==> src/rtl/fufe_pkg.sv <==
// Shared types, codes and byte constants for the form field extractor.
// No dependencies; used by fufe_step, fufe_queue and the top level.
package fufe_pkg;

    localparam logic [1:0] PH_NAME  = 2'd0;
    localparam logic [1:0] PH_SKIP  = 2'd1;
    localparam logic [1:0] PH_VALUE = 2'd2;
    localparam logic [1:0] PH_DONE  = 2'd3;

    localparam logic [1:0] KIND_VALUE     = 2'd0;
    localparam logic [1:0] KIND_FOUND     = 2'd1;
    localparam logic [1:0] KIND_NOT_FOUND = 2'd2;

    localparam logic [2:0] REG_KEY_LENGTH  = 3'd0;
    localparam logic [2:0] REG_KEY_LOW     = 3'd1;
    localparam logic [2:0] REG_KEY_HIGH    = 3'd2;
    localparam logic [2:0] REG_VALUE_LIMIT = 3'd3;

    localparam logic [7:0] CH_PLUS    = 8'h2B;
    localparam logic [7:0] CH_MINUS   = 8'h2D;
    localparam logic [7:0] CH_PERCENT = 8'h25;
    localparam logic [7:0] CH_AMP     = 8'h26;
    localparam logic [7:0] CH_EQUAL   = 8'h3D;
    localparam logic [7:0] CH_SPACE   = 8'h20;
    localparam logic [7:0] CH_TAB     = 8'h09;
    localparam logic [7:0] CH_CR      = 8'h0D;
    localparam logic [7:0] CH_0       = 8'h30;
    localparam logic [7:0] CH_9       = 8'h39;
    localparam logic [7:0] CH_LA      = 8'h61;
    localparam logic [7:0] CH_LF_HEX  = 8'h66;
    localparam logic [7:0] CH_UA      = 8'h41;
    localparam logic [7:0] CH_UF_HEX  = 8'h46;

    localparam int QUEUE_DEPTH = 4;
    localparam int QPTR_W      = 2;
    localparam int QCNT_W      = 3;
    localparam int MAX_PUSH    = 3;

    typedef struct packed {
        logic [1:0] kind;
        logic [7:0] value;
        logic       last;
    } result_t;

    typedef struct packed {
        logic [1:0]          count;
        result_t [MAX_PUSH-1:0] items;
    } push_t;

    typedef struct packed {
        logic [1:0] phase;
        logic [4:0] name_len;
        logic       name_match;
        logic [1:0] esc;
        logic [7:0] hex1;
        logic [7:0] emitted;
    } parse_state_t;

    function automatic logic [4:0] hex_nibble(input logic [7:0] c);
        logic [4:0] r;
        r = '0;
        if (c inside {[CH_0:CH_9]}) begin
            r = {1'b1, 4'(c - CH_0)};
        end
        else if (c inside {[CH_LA:CH_LF_HEX]}) begin
            r = {1'b1, 4'(c - CH_LA + 8'd10)};
        end
        else if (c inside {[CH_UA:CH_UF_HEX]}) begin
            r = {1'b1, 4'(c - CH_UA + 8'd10)};
        end
        return r;
    endfunction

    function automatic logic [7:0] decode_pair(input logic [7:0] a, input logic [7:0] b);
        logic [4:0] ha;
        logic [4:0] hb;
        logic [7:0] r;
        ha = hex_nibble(a);
        hb = hex_nibble(b);
        r  = '0;
        if (ha[4]) begin
            r = hb[4] ? {ha[3:0], hb[3:0]} : {4'b0, ha[3:0]};
        end
        else if (a == CH_SPACE || a inside {[CH_TAB:CH_CR]} || a == CH_PLUS) begin
            r = hb[4] ? {4'b0, hb[3:0]} : 8'd0;
        end
        else if (a == CH_MINUS && hb[4]) begin
            r = 8'd0 - {4'b0, hb[3:0]};
        end
        return r;
    endfunction

endpackage

==> src/rtl/form_urlencoded_field_extract.sv <==
// Top level of the form field extractor: configuration registers, parse state,
// step logic and result queue. Depends on fufe_pkg, fufe_step and fufe_queue.
//
// Accepts one body byte per clock and returns its results through a four-entry
// queue, one result beat per clock while out_ready is high. A byte yields up to
// three results (value bytes, then the status item), so in_ready drops while
// fewer than three queue slots are free; with out_ready held high, bytes that
// each give at most one result stream at one per cycle, and the output port sets
// the rate when a byte gives more. A byte's results are registered into the
// queue behind earlier ones; configuration writes are always ready.
module form_urlencoded_field_extract #(
    parameter int KEY_MAX_BYTES = 16
) (
    input  logic        clk,
    input  logic        rst_n,
    input  logic        cfg_valid,
    output logic        cfg_ready,
    input  logic [2:0]  cfg_index,
    input  logic [63:0] cfg_data,
    input  logic        in_valid,
    output logic        in_ready,
    input  logic [7:0]  body_byte,
    input  logic        end_of_body,
    output logic        out_valid,
    input  logic        out_ready,
    output logic [1:0]  item_kind,
    output logic [7:0]  value_byte,
    output logic        final_item
);

    logic [4:0]             key_length_reg;
    logic [63:0]            key_low_reg;
    logic [63:0]            key_high_reg;
    logic [7:0]             value_limit_reg;
    fufe_pkg::parse_state_t state_reg;
    fufe_pkg::parse_state_t state_next;
    fufe_pkg::push_t        push;
    fufe_pkg::result_t      head;
    logic                   in_fire;
    logic                   room;

    assign cfg_ready = 1'b1;
    assign in_ready  = room;
    assign in_fire   = in_valid && room;

    always_ff @(posedge clk or negedge rst_n)
    begin
        if (!rst_n)
        begin
            key_length_reg  <= 5'd0;
            key_low_reg     <= 64'd0;
            key_high_reg    <= 64'd0;
            value_limit_reg <= 8'd255;
        end
        else if (cfg_valid)
        begin
            case (cfg_index)
                fufe_pkg::REG_KEY_LENGTH:  key_length_reg  <= cfg_data[4:0];
                fufe_pkg::REG_KEY_LOW:     key_low_reg     <= cfg_data;
                fufe_pkg::REG_KEY_HIGH:    key_high_reg    <= cfg_data;
                fufe_pkg::REG_VALUE_LIMIT: value_limit_reg <= cfg_data[7:0];
                default:
                begin
                end
            endcase
        end
    end

    always_ff @(posedge clk or negedge rst_n)
    begin
        if (!rst_n)
        begin
            state_reg <= '{fufe_pkg::PH_NAME, 5'd0, 1'b1, 2'd0, 8'd0, 8'd0};
        end
        else if (in_fire)
        begin
            state_reg <= state_next;
        end
    end

    fufe_step #(
        .KEY_MAX_BYTES (KEY_MAX_BYTES)
    ) u_step (
        .state_in       (state_reg),
        .key_length     (key_length_reg),
        .key_bytes_low  (key_low_reg),
        .key_bytes_high (key_high_reg),
        .value_limit    (value_limit_reg),
        .body_byte      (body_byte),
        .end_of_body    (end_of_body),
        .state_out      (state_next),
        .push           (push)
    );

    fufe_queue u_queue (
        .clk       (clk),
        .rst_n     (rst_n),
        .push_en   (in_fire),
        .push      (push),
        .pop       (out_valid && out_ready),
        .head      (head),
        .not_empty (out_valid),
        .room      (room)
    );

    assign item_kind  = head.kind;
    assign value_byte = head.value;
    assign final_item = head.last;

`ifndef SYNTH
    a_status_final: assert property (@(posedge clk) disable iff (!rst_n)
        out_valid && item_kind != fufe_pkg::KIND_VALUE |-> final_item && value_byte == 8'd0)
        else $error("status beat not final or carries data");

    a_value_not_final: assert property (@(posedge clk) disable iff (!rst_n)
        out_valid && item_kind == fufe_pkg::KIND_VALUE |-> !final_item)
        else $error("value beat marked final");

    a_escape_in_value: assert property (@(posedge clk) disable iff (!rst_n)
        state_reg.phase != fufe_pkg::PH_VALUE |-> state_reg.esc == 2'd0)
        else $error("escape held outside value");

    a_body_end_reset: assert property (@(posedge clk) disable iff (!rst_n)
        in_fire && end_of_body |=>
            state_reg.phase == fufe_pkg::PH_NAME && state_reg.emitted == 8'd0)
        else $error("parse state not cleared at end of body");
`endif

endmodule

==> src/rtl/fufe_step.sv <==
// Per-byte parse step: next parse state and up to three results for one body byte.
// Depends on fufe_pkg.
module fufe_step #(
    parameter int KEY_MAX_BYTES = 16
) (
    input  fufe_pkg::parse_state_t state_in,
    input  logic [4:0]             key_length,
    input  logic [63:0]            key_bytes_low,
    input  logic [63:0]            key_bytes_high,
    input  logic [7:0]             value_limit,
    input  logic [7:0]             body_byte,
    input  logic                   end_of_body,
    output fufe_pkg::parse_state_t state_out,
    output fufe_pkg::push_t        push
);

    localparam logic [4:0] KEY_MAX_W = 5'(KEY_MAX_BYTES);

    logic [7:0]             key_sel [16];
    fufe_pkg::parse_state_t st;
    fufe_pkg::push_t        pu;
    logic                   finish;
    logic [1:0]             held;
    logic                   vin_emit;
    logic [7:0]             vin_val;
    logic [7:0]             c;

    function automatic fufe_pkg::push_t put(input fufe_pkg::push_t p,
                                            input fufe_pkg::result_t r);
        fufe_pkg::push_t q;
        q = p;
        q.items[p.count] = r;
        q.count = p.count + 2'd1;
        return q;
    endfunction

    always_comb
    begin
        for (int i = 0; i < 8; i++)
        begin
            key_sel[i]     = key_bytes_low[8*i +: 8];
            key_sel[i + 8] = key_bytes_high[8*i +: 8];
        end
    end

    always_comb
    begin
        st       = state_in;
        pu       = '0;
        c        = body_byte;
        finish   = 1'b0;
        held     = 2'd0;
        vin_emit = 1'b0;
        vin_val  = 8'd0;
        case (st.phase)
            fufe_pkg::PH_NAME:
            begin
                if (c == fufe_pkg::CH_AMP)
                begin
                    st.name_len   = 5'd0;
                    st.name_match = 1'b1;
                end
                else if (c == fufe_pkg::CH_EQUAL)
                begin
                    if (st.name_match && key_length <= KEY_MAX_W &&
                        st.name_len == key_length)
                    begin
                        st.phase   = fufe_pkg::PH_VALUE;
                        st.esc     = 2'd0;
                        st.emitted = 8'd0;
                    end
                    else
                    begin
                        st.phase = fufe_pkg::PH_SKIP;
                    end
                end
                else
                begin
                    if (st.name_len >= key_length || st.name_len >= KEY_MAX_W ||
                        key_sel[st.name_len[3:0]] != c)
                    begin
                        st.name_match = 1'b0;
                    end
                    if (st.name_len != 5'd31)
                    begin
                        st.name_len = st.name_len + 5'd1;
                    end
                end
            end
            fufe_pkg::PH_SKIP:
            begin
                if (c == fufe_pkg::CH_AMP)
                begin
                    st.phase      = fufe_pkg::PH_NAME;
                    st.name_len   = 5'd0;
                    st.name_match = 1'b1;
                end
            end
            fufe_pkg::PH_VALUE:
            begin
                if (c == fufe_pkg::CH_AMP)
                begin
                    finish   = 1'b1;
                    st.phase = fufe_pkg::PH_DONE;
                end
                else if (st.esc == 2'd0)
                begin
                    if (c == fufe_pkg::CH_PERCENT && st.emitted < value_limit)
                    begin
                        st.esc = 2'd1;
                    end
                    else
                    begin
                        vin_emit = 1'b1;
                        vin_val  = (c == fufe_pkg::CH_PLUS) ? fufe_pkg::CH_SPACE : c;
                    end
                end
                else if (st.esc == 2'd1)
                begin
                    st.hex1 = c;
                    st.esc  = 2'd2;
                end
                else
                begin
                    st.esc   = 2'd0;
                    vin_emit = 1'b1;
                    vin_val  = fufe_pkg::decode_pair(st.hex1, c);
                end
            end
            default:
            begin
            end
        endcase

        if (vin_emit && st.emitted < value_limit)
        begin
            pu         = put(pu, '{fufe_pkg::KIND_VALUE, vin_val, 1'b0});
            st.emitted = st.emitted + 8'd1;
        end

        if (finish || (end_of_body && st.phase == fufe_pkg::PH_VALUE))
        begin
            held   = st.esc;
            st.esc = 2'd0;
            if (held != 2'd0 && st.emitted < value_limit)
            begin
                pu         = put(pu, '{fufe_pkg::KIND_VALUE, fufe_pkg::CH_PERCENT, 1'b0});
                st.emitted = st.emitted + 8'd1;
            end
            if (held == 2'd2 && st.emitted < value_limit)
            begin
                pu = put(pu, '{fufe_pkg::KIND_VALUE,
                               (st.hex1 == fufe_pkg::CH_PLUS) ? fufe_pkg::CH_SPACE : st.hex1,
                               1'b0});
                st.emitted = st.emitted + 8'd1;
            end
            pu = put(pu, '{fufe_pkg::KIND_FOUND, 8'd0, 1'b1});
        end
        else if (end_of_body && st.phase != fufe_pkg::PH_DONE)
        begin
            pu = put(pu, '{fufe_pkg::KIND_NOT_FOUND, 8'd0, 1'b1});
        end

        if (end_of_body)
        begin
            st.phase      = fufe_pkg::PH_NAME;
            st.name_len   = 5'd0;
            st.name_match = 1'b1;
            st.esc        = 2'd0;
            st.hex1       = 8'd0;
            st.emitted    = 8'd0;
        end

        state_out = st;
        push      = pu;
    end

endmodule

==> src/rtl/fufe_queue.sv <==
// Result queue: takes up to three results per cycle, delivers one per beat.
// Depends on fufe_pkg.
module fufe_queue (
    input  logic               clk,
    input  logic               rst_n,
    input  logic               push_en,
    input  fufe_pkg::push_t    push,
    input  logic               pop,
    output fufe_pkg::result_t  head,
    output logic               not_empty,
    output logic               room
);

    fufe_pkg::result_t             q_reg [fufe_pkg::QUEUE_DEPTH];
    logic [fufe_pkg::QPTR_W-1:0]   wr_reg;
    logic [fufe_pkg::QPTR_W-1:0]   wr_next;
    logic [fufe_pkg::QPTR_W-1:0]   rd_reg;
    logic [fufe_pkg::QPTR_W-1:0]   rd_next;
    logic [fufe_pkg::QCNT_W-1:0]   count_reg;
    logic [fufe_pkg::QCNT_W-1:0]   count_next;
    logic [1:0]                    n_push;

    assign n_push     = push_en ? push.count : 2'd0;
    assign wr_next    = wr_reg + fufe_pkg::QPTR_W'(n_push);
    assign rd_next    = rd_reg + fufe_pkg::QPTR_W'(pop);
    assign count_next = count_reg + fufe_pkg::QCNT_W'(n_push) - fufe_pkg::QCNT_W'(pop);

    assign head      = q_reg[rd_reg];
    assign not_empty = (count_reg != '0);
    assign room      = (count_reg <= fufe_pkg::QCNT_W'(fufe_pkg::QUEUE_DEPTH - fufe_pkg::MAX_PUSH));

    always_ff @(posedge clk or negedge rst_n)
    begin
        if (!rst_n)
        begin
            wr_reg    <= '0;
            rd_reg    <= '0;
            count_reg <= '0;
        end
        else
        begin
            wr_reg    <= wr_next;
            rd_reg    <= rd_next;
            count_reg <= count_next;
        end
    end

    always_ff @(posedge clk)
    begin
        for (int i = 0; i < fufe_pkg::MAX_PUSH; i++)
        begin
            if (2'(i) < n_push)
            begin
                q_reg[wr_reg + fufe_pkg::QPTR_W'(i)] <= push.items[i];
            end
        end
    end

endmodule

==> config.mk <==
export PLATFORM = sky130hd
export DESIGN_NAME = form_urlencoded_field_extract
export DESIGN_NICKNAME = d
export VERILOG_FILES = /design/src/rtl/fufe_pkg.sv /design/src/rtl/form_urlencoded_field_extract.sv /design/src/rtl/fufe_step.sv /design/src/rtl/fufe_queue.sv
export SDC_FILE = /design/constraint.sdc
export NUM_CORES = 1
export LEC_CHECK = 0
export BUFFER_PORTS_ARGS = -buffer_cell sky130_fd_sc_hd__buf_2
export CELL_PAD_IN_SITES_DETAIL_PLACEMENT = 1
export CELL_PAD_IN_SITES_GLOBAL_PLACEMENT = 2
export CORE_ASPECT_RATIO = 0.5
export CORE_UTILIZATION = 46
export CTS_BUF_LIST = sky130_fd_sc_hd__clkbuf_8
export DETAILED_ROUTE_END_ITERATION = 8
export GPL_TIMING_DRIVEN = 0
export PLACE_DENSITY = 0.95
export SLEW_MARGIN = 20
export SYNTH_ARGS = -nofsm -noshare
export SYNTH_HDL_FRONTEND = slang
export SYNTH_SLANG_ARGS = --single-unit
==> constraint.sdc <==
create_clock -name clk -period 29.8 [get_ports clk]
set_input_delay 2.98 -clock clk [delete_from_list [all_inputs] [get_ports clk]]
set_output_delay 2.98 -clock clk [all_outputs]
set_load 0.02 [all_outputs]
==> out/qor.yml, run 1 <==
run_status:
  result_of_the_run: "finished, final reports clean"
sta:
  final_min_period_over_clock_period_pct: 45.55
  report.final.slew_viol_count: 0
  max_freq_mhz: 73.67
  final_hold_viol_count: 0
  setup_viol_count_final: 0
  tightest_slew_ps: 925.6
  relSlewSlack_pct: 38.06
  post_route_setup_tns_ps: 0
  grt_setup_unrepaired: "false"
  clock_skew_ps: 21.66
  layout_min_cycle_time_ps: 13570
yosys:
  dominant_cell_by_count_in_the_synthesized_netlist: "dfrtp_1"
  synth_top_area_share_pct: 30.23
  post_synth_most_frequent_cells: "dfrtp_1, mux2_2, nand2_1"
  synth_seq_cells: 218
  yosysUniqueCellTypes: 95
  count_of_flip_flops_with_a_built_in_enable_after_synthesis: 44
  synth_largest_area_cell: "dfrtp_1"
  synth-warning-count: 0
  synth_seq_area_share_pct: 41.63
  synthFlopType: "dfrtp_1"
  synth_area_leaders: "dfrtp_1, mux2_2, edfxtp_1"
  synth.cell_area_sq_mm: 0.01366
  synth-async-reset-ratio_pct: 79.82
  postSynthNetCount: 1330
  postSynthAreaPerCell_sq_um: 11.50
  synthesis.instances: 1188
critical_path:
  path_common_cell: "a21o_1"
  criticalPathCategory: "input port to flop"
  setup.worst_path.end_class: "flop"
  timing.rr.start: "state_reg[19]"
  worst_r2r_endpoint: "u_queue.q_reg[3][4]"
  maximum_fanout_along_the_worst_path: 11
  timing.reg2reg.setup_slack_ps: 16800
  endpoint_arrival_time_on_the_critical_path_ps: 13750
  critical_path_required_ps: 29980
  reg2regPathDepth: 42
  start_kind: "input port"
  worst_path_largest_cell_delay_ps: 520
  crit_slowest_cell: "a21o_1"
power_and_ir_drop:
  clock_power_share_pct: 25.4
  power.switching_fraction_pct: 34.19
  power.net_switching_uw: 328.9
  p_seq_share_pct: 41.2
  cellPowerDensity_mw_per_mm2: 62.85
  internal_power_uw: 633.0
  comb_power_share_pct: 33.4
  irDropWorstVdd_mv: 0.03846
  leakagePower_nw: 6.428
clocking:
  clk-insertion-delay-late_ps: 560
  cts_buffer_depth: 3
  tritoncts: "built"
  tritoncts_sinks: 218
  numCtsBuffers: 34
  setup_buffers_after_cts: 0
  cts.reportedPaths.clkPinSlew_ps: 60
  htree_num_levels: 2
  post_cts_hold_buffer_count: 0
  clock_tree_root_buffer_cell: "clkbuf_8"
  cts_resized: 0
min_path:
  hold_start: "key_low_reg[40]"
  hold_path_class: "flop to flop"
  whs_endpoint: "key_low_reg[40]"
  min_path_cells: 1
job:
  max_cap_viols: 0
place:
  placedCellCount: 1671
  post_dp_cell_area_sq_mm: 0.01469
  gpl.final_weighted_congestion: 0.8989
  io_buffers: 90
  dp_hpwl_microns: 31120
finish:
  diodes: 0
  postLayoutCellArea_sq_mm: 0.01531
  drive_above_1_share_pct: 29.84
  filler_cell_count: 3145
  final_cell_count_no_fill: 1728
  final_nets: 1458
  syn2layout_area_growth_pct: 12.05
route:
  drt-total-wl_microns: 41020
  wl_per_cell_microns: 23.74
  vias_per_cell: 6.087
  ant_nets: 0
  drtPass1Iterations: 5
  drt_first_iter_violations: 519
  drt_drc_violations_left: 0
  routed-via-count: 10519
die:
  core_area_sq_mm: 0.02907
  dieHeight_microns: 123.9
  rows: 44
  floorplan.initialDensity_pct: 46.99
  floorplan.die.width_microns: 245.7
  ios: 95
  floorplan.die_area_sq_mm: 0.03043
global_routing:
  track_usage_pct: 27.69
  antenna_violations_before_repair: 0
  grt_start_max_net_pins: 97
  first_global_vias: 11352
  gr-total-overflow: 0
  wire_length_of_the_first_global_routing_pass_microns: 64590
[power groups by stage]
stage | clock [mW] | sequential [mW] | combinational [mW]
6_report | 0.245 | 0.396 | 0.321
5_1_grt | 0.262 | 0.402 | 0.350
4_1_cts | 0.249 | 0.396 | 0.325
3_5_place_dp | 0 | 0.401 | 0.324
3_3_place_gp | 0 | 0.394 | 0.304
2_1_floorplan | 0 | 0.385 | 0.232
[worst max-delay path by stage]
| stage | from | endpoint | slack (ps) | depth (start not counted) |
|---|---|---|---|---|
| 4_1_cts | body_byte[1] | u_queue.q_reg[1][3] | 16260 | 40 |
| 3_5_place_dp | body_byte[1] | u_queue.q_reg[1][5] | 15740 | 41 |
| 6_report | body_byte[1] | u_queue.q_reg[3][4] | 16230 | 41 |
| 2_1_floorplan | body_byte[1] | u_queue.q_reg[0][0] | 18050 | 39 |
| 3_3_place_gp | body_byte[1] | u_queue.q_reg[2][5] | 15370 | 40 |
| 5_1_grt | body_byte[1] | u_queue.q_reg[3][3] | 15500 | 41 |
[final cells by class]
class / instances / area, sq um / share of cell area [%]
plain buffers: 64 / 275.3 / 1.798
clock buffers: 38 / 523.0 / 3.417
clock inverters: 19 / 91.34 / 0.5967
inverters: 57 / 214.0 / 1.398
multi-input cells: 849 / 7511 / 49.07
flip-flops and latches: 218 / 5687 / 37.15
well taps: 391 / 489.2 / 3.196
repair buffers: 92 / 515.5 / 3.368
[worst max-delay path, delay by kind of cell]
family,cells,cell delay [ps]
compound gates,15,3570
xor+xnor,2,750
fa+ha+maj,5,1490
buf+inv,7,1840
simple gates,12,3070
[cell usage in the layout (no fill, tap or decap), drive strengths merged, types with 15 or more instances in the layout]
master,count
nor3,22
o21ai,40
mux4,51
nand4,18
xnor2,26
clkbuf,79
a22o,15
inv,69
ha,60
mux2,146
buf,115
edfxtp,44
a21o,20
a21oi,47
mux2i,19
nand2,71
nand3,27
nor2,54
and3,19
a211oi,20
dfrtp,165
[metal layers]
layer / up-vias / routed length (microns) / GRT usage [%]
met1: 5430 / 17970 / 35.66
met2: 258 / 20450 / 48.42
met5: - / 0 / 0
li1: 4750 / - / -
met3: 81 / 1680 / 4.525
met4: 0 / 917 / 8.307
[through the flow]
step                hold slack, ps  util, %  power (mW)  worst slack, ps
finish                       509.1    52.66      0.9619            16230
global route                 520.7    52.66       1.014            15500
CTS                          506.0    52.66      0.9700            16260
detailed placement           491.2    50.54      0.7244            15740
global placement             464.1    50.22      0.6975            15370
floorplan                    447.5        -      0.6172            18050
[cell families after synthesis]
logic type,count (synthesis),synth area share [%]
AO/OA/AOI/OAI,251,13.58
buffers and inverters,121,3.582
AND/OR/NAND/NOR,287,11.27
multiplexers,216,22.05
other,1,0.02745
XOR/XNOR,33,2.226
flip-flops,218,41.63
adder cells (fa/ha/maj),61,5.643
Note: power is estimated with default switching activity, not from simulation.
==> inputs of run 2 (changes only) <==
- CORE_UTILIZATION: 46 -> 43
- clock period: 29.8 -> 13.2 ns (I/O delays scaled with it)
==> run 2 against run 1 <==
Global-route usage down 0.88 points. Sequential share of layout area shrank 0.13 points. Clock skew is 15 ps higher. Register-to-register slack worse by 16000 ps. Highest routed layer unchanged. Design area grew 0.34%. Clock power rose by 130%. Sequential power increased by 130%. Total power grew 130%. Count of clock-buffer cells in the layout unchanged. Routed wire length is 2.4% higher. Non-clock buffer count shrank 2.
==> out/qor.yml, run 2 (synthesized netlist as in run 1, its figures left out) <==
die:
  dieHeight_microns: 128.0
  floorplan.initialDensity_pct: 44.35
  core_area_sq_mm: 0.03080
  rows: 45
  floorplan.die_area_sq_mm: 0.03253
  ios: 95
  floorplan.die.width_microns: 254.1
global_routing:
  first_global_vias: 11402
  track_usage_pct: 26.81
  gr-total-overflow: 0
  grt_start_max_net_pins: 106
  antenna_violations_before_repair: 1
  wire_length_of_the_first_global_routing_pass_microns: 66630
sta:
  clock_skew_ps: 36.71
  grt_setup_unrepaired: "false"
  setup_viol_count_final: 0
  relSlewSlack_pct: 35.24
  layout_min_cycle_time_ps: 12090
  final_min_period_over_clock_period_pct: 91.62
  layout_setup_ws_ps: 1107
  final_hold_viol_count: 0
  post_route_setup_tns_ps: 0
  report.final.slew_viol_count: 0
  tightest_slew_ps: 969.3
  max_freq_mhz: 82.69
route:
  drt_first_iter_violations: 581
  drt_drc_violations_left: 0
  vias_per_cell: 6.066
  drtPass1Iterations: 5
  wl_per_cell_microns: 23.85
  ant_nets: 0
  routed-via-count: 10682
  drt-total-wl_microns: 42010
clocking:
  cts_buffer_depth: 3
  post_cts_hold_buffer_count: 0
  clk-insertion-delay-late_ps: 570
  numCtsBuffers: 34
  clock_tree_root_buffer_cell: "clkbuf_8"
  tritoncts: "built"
  htree_num_levels: 2
  tritoncts_sinks: 218
  cts.reportedPaths.clkPinSlew_ps: 70
critical_path:
  worst_path_largest_cell_delay_ps: 730
  path_common_cell: "ha_1"
  endpoint_arrival_time_on_the_critical_path_ps: 12400
  critical_path_required_ps: 13510
  reg2regPathDepth: 42
  start_kind: "flop"
  maximum_fanout_along_the_worst_path: 19
  setup.worst_path.end_class: "flop"
  criticalPathCategory: "flop to flop"
  timing.reg2reg.setup_slack_ps: 1110
  timing.critical_path.max_delay_family: "simple AND/OR/NAND/NOR gates"
  critical_path.n_buffers_inverters: 7
  timing.rr.start: "state_reg[19]"
  worst_r2r_endpoint: "u_queue.q_reg[2][2]"
  crit_slowest_cell: "a211oi_1"
place:
  post_dp_cell_area_sq_mm: 0.01470
  gpl.final_weighted_congestion: 0.9004
  post-place-ws_ps: 105.4
  placedCellCount: 1702
  io_buffers: 90
  dp_hpwl_microns: 31700
finish:
  final_cell_count_no_fill: 1761
  final_nets: 1456
  mostFrequentLayoutCells: "dfrtp_1, mux2_2, buf_2"
  postLayoutCellArea_sq_mm: 0.01536
  drive_above_1_share_pct: 30.07
  mostFrequentLayoutCell: "dfrtp_1"
  syn2layout_area_growth_pct: 12.44
min_path:
  hold_start: "u_queue.count_reg[2]"
  whs_endpoint: "u_queue.count_reg[2]"
  min_path_cells: 1
  hold_path_class: "flop to flop"
power_and_ir_drop:
  total_power_mw: 2.205
  cellPowerDensity_mw_per_mm2: 143.5
  irDropWorstVdd_mv: 0.08752
  leakagePower_nw: 6.443
run_status:
  result_of_the_run: "finished, final reports clean"
job:
  max_cap_viols: 0
## run 2: cell types whose count changed in the layout (fill, tap and decap cells not counted), sizes merged
cell,delta
buf,-3
inv,+2
bufinv,+1
clkbuf,+1
clkinv,-1
diode,+1
## run 2: area by class of cell
type / instances / area [sq um]
inverters: 57 / 214.0
multi-input cells: 849 / 7513
clock buffers: 38 / 523.0
fillers: 3334 / 15440
clock inverters: 21 / 126.4
repair buffers: 91 / 488.0
plain buffers: 63 / 275.3
well taps: 423 / 529.3
diodes: 1 / 2.502
flip-flops and latches: 218 / 5687
## run 2: what timing repair did
| action | CTS | global route |
|---|---|---|
| buffers inserted | 0 | 0 |
| endpoints found under the setup margin | 0 | 90 |
| gates resized for setup | 0 | 3 |
| hold endpoints to repair | 0 | 0 |
## run 2: metal layers
| metal | GRT usage (%) | share of wire, % | vias up |
|---|---|---|---|
| li1 | - | - | 4739 |
| met1 | 33.90 | 43 | 5540 |
| met2 | 45.93 | 49 | 311 |
| met3 | 5.279 | 5.5 | 92 |
| met4 | 9.532 | 3.0 | 0 |
| met5 | 0 | 0 | - |
## run 2: worst max-delay path by stage
stage | end | slack [ps] | startpoint | depth (start not counted)
after CTS | u_queue.q_reg[3][2] | 20 | state_reg[19] | 43
final | u_queue.q_reg[2][2] | 1110 | state_reg[19] | 42
after detailed placement | u_queue.q_reg[3][6] | 110 | state_reg[19] | 43
after global routing | u_queue.q_reg[2][2] | 160 | state_reg[19] | 42
after global placement | u_queue.q_reg[2][2] | -210 | state_reg[19] | 41
after floorplan | u_queue.q_reg[0][0] | 2900 | state_reg[19] | 41
## run 2: per-stage QoR
step	utilization [%]	hold slack, ps
6_report	49.87	481.5
5_1_grt	49.87	510.4
4_1_cts	49.85	489.6
3_5_place_dp	47.74	468.9
3_3_place_gp	47.53	463.4
2_1_floorplan	-	447.5
## run 2: report_power, final
| group | switching, mW | total, mW | internal [mW] | leakage (nW) |
|---|---|---|---|---|
| clock | 0.289 | 0.575 | 0.287 | 0.379 |
| combinational | 0.385 | 0.735 | 0.350 | 3.52 |
| sequential | 0.0809 | 0.894 | 0.813 | 2.54 |
==> inputs of run 3 (changes only) <==
- ABC_AREA: not set -> 1
- CORE_UTILIZATION: 43 -> 37
- PLACE_DENSITY: 0.95 -> 0.91
==> run 3 against run 2 <==
Combinational power is 48% higher. Non-clock buffer count is 19 higher. Total power is 17% higher. Synthesized cell count is 53% higher. Maximum frequency is 12% higher. Sequential power is 1% higher. Critical path type unchanged. Clock power is 2% higher. Critical path depth is 8 higher. Via count is 20% higher. Global-route usage is 2.2 points lower. Worst hold slack worse by 2.9 ps.
==> out/qor.yml, run 3 <==
sta:
  layout_min_cycle_time_ps: 10800
  tightest_slew_ps: 729.0
  layout_setup_ws_ps: 2400
  max_freq_mhz: 92.60
  setup_viol_count_final: 0
  report.final.slew_viol_count: 0
  clock_skew_ps: 22.94
  relSlewSlack_pct: 50.88
  grt_setup_unrepaired: "false"
  final_hold_viol_count: 0
  final_min_period_over_clock_period_pct: 81.82
  post_route_setup_tns_ps: 0
yosys:
  synth_seq_cells: 218
  yosysUniqueCellTypes: 53
  synth-warning-count: 0
  postSynthAreaPerCell_sq_um: 7.452
  synth_seq_area_share_pct: 41.86
  count_of_flip_flops_with_a_built_in_enable_after_synthesis: 44
  synthFlopType: "dfrtp_1"
  synth_top_area_share_pct: 30.40
  dominant_cell_by_count_in_the_synthesized_netlist: "nand2_1"
  postSynthNetCount: 1965
  synthesis.instances: 1823
  synth_area_leaders: "dfrtp_1, nand2_1, edfxtp_1"
  synth.cell_area_sq_mm: 0.01358
  synth-async-reset-ratio_pct: 79.82
  synth_largest_area_cell: "dfrtp_1"
  post_synth_most_frequent_cells: "nand2_1, o21ai_0, inv_1"
die:
  ios: 95
  core_area_sq_mm: 0.03605
  rows: 49
  floorplan.die.width_microns: 273.0
  floorplan.initialDensity_pct: 37.68
  dieHeight_microns: 137.5
  floorplan.die_area_sq_mm: 0.03753
finish:
  postLayoutCellArea_sq_mm: 0.01537
  drive_above_1_share_pct: 10.37
  mostFrequentLayoutCells: "nand2_1, o21ai_0, inv_1"
  filler_cell_count: 4649
  syn2layout_area_growth_pct: 13.12
  mostFrequentLayoutCell: "nand2_1"
  final_nets: 2094
route:
  routed-via-count: 12850
  drtPass1Iterations: 5
  drt-total-wl_microns: 45280
  drt_first_iter_violations: 975
  ant_nets: 0
  drt_drc_violations_left: 0
  vias_per_cell: 5.221
  wl_per_cell_microns: 18.40
global_routing:
  wire_length_of_the_first_global_routing_pass_microns: 72350
  gr-total-overflow: 0
  track_usage_pct: 24.62
  first_global_vias: 13072
  grt_start_max_net_pins: 74
  antenna_violations_before_repair: 1
clocking:
  cts_resized: 0
  numCtsBuffers: 35
  htree_num_levels: 2
  post_cts_hold_buffer_count: 0
  clk-insertion-delay-late_ps: 570
  clock_tree_root_buffer_cell: "clkbuf_8"
  cts_buffer_depth: 3
  setup_buffers_after_cts: 0
  tritoncts_sinks: 218
  tritoncts: "built"
  cts.reportedPaths.clkPinSlew_ps: 70
critical_path:
  worst_path_largest_cell_delay_ps: 580
  critical_path_required_ps: 13410
  endpoint_arrival_time_on_the_critical_path_ps: 11010
  timing.reg2reg.setup_slack_ps: 2400
  crit_slowest_cell: "buf_1"
  start_kind: "flop"
  setup.worst_path.end_class: "flop"
  path_common_cell: "inv_1"
  cp.depth: 50
  criticalPathCategory: "flop to flop"
  maximum_fanout_along_the_worst_path: 11
  reg2regPathDepth: 50
  timing.critical_path.max_delay_family: "simple AND/OR/NAND/NOR gates"
  critical_path.n_buffers_inverters: 14
power_and_ir_drop:
  total_power_mw: 2.580
  leakagePower_nw: 7.568
  cellPowerDensity_mw_per_mm2: 167.9
  irDropWorstVdd_mv: 0.1025
place:
  io_buffers: 90
  post-place-ws_ps: 2322
  post_dp_cell_area_sq_mm: 0.01471
  gpl.final_weighted_congestion: 0.9261
  dp_hpwl_microns: 35410
min_path:
  min_path_cells: 1
  hold_path_class: "flop to flop"
run_status:
  result_of_the_run: "finished, final reports clean"
job:
  max_cap_viols: 0
[run 3: cell count changes in the layout (fill, tap and decap cells not counted), sizes merged, moves of 80 or more]
| cell | change |
|---|---|
| mux2 | -146 |
| nor2 | +80 |
| nand3 | +85 |
| nand2 | +420 |
| inv | +168 |
| o21ai | +197 |
[run 3: cell families (layout without fill, tap and decap cells)]
kind of cell | count (synthesis) | in the layout | synth area share [%]
flops | 218 | 218 | 41.86
other cells | 1 | 2 | 0.02761
simple gates | 792 | 792 | 24.85
compound gates | 424 | 424 | 17.48
buf+inv | 307 | 460 | 8.815
fa+ha+maj | 61 | 61 | 5.674
xor+xnor | 20 | 20 | 1.290
[run 3: power breakdown]
group	internal [mW]	switching [mW]	leakage, nW
registers	0.813	0.0901	2.63
logic	0.356	0.735	4.56
clock network	0.283	0.303	0.373
[run 3: layer usage]
| metal | vias to the layer above | wire (microns) | global-route usage, % |
|---|---|---|---|
| met4 | 0 | 1058 | 6.766 |
| met3 | 70 | 1994 | 3.677 |
| met2 | 259 | 20650 | 40.74 |
| li1 | 6330 | - | - |
| met1 | 6191 | 21580 | 33.66 |
| met5 | - | 0 | 0 |
[run 3: worst paths after layout]
| path | from | endpoint |
|---|---|---|
| max reg2reg | state_reg[19] | u_queue.q_reg[0][6] |
| min reg2reg | u_queue.count_reg[2] | u_queue.count_reg[2] |
| min | u_queue.count_reg[2] | u_queue.count_reg[2] |
| max | state_reg[19] | u_queue.q_reg[0][6] |
| min in group asynchronous | rst_n | state_reg[9] |
| max in group asynchronous | rst_n | value_limit_reg[6] |
[run 3: cell type report]
type	instances	area [sq um]	area share, %
multi-input cells	1298	6700	43.60
flip-flops and latches	218	5687	37.01
inverters	226	848.3	5.521
well taps	484	605.6	3.941
repair buffers	92	515.5	3.355
clock buffers	37	509.2	3.314
plain buffers	81	349.1	2.272
clock inverters	24	148.9	0.9690
diodes	1	2.502	0.01629
[run 3: per-stage QoR]
step | std cells | hold WS, ps | util, %
finish | 2461 | 478.5 | 42.62
global placement | 2397 | 461.7 | 40.61
detailed placement | 2399 | 464.5 | 40.79
CTS | 2460 | 481.0 | 42.62
global route | 2461 | 511.2 | 42.62
floorplan | 1823 | 442.6 | -
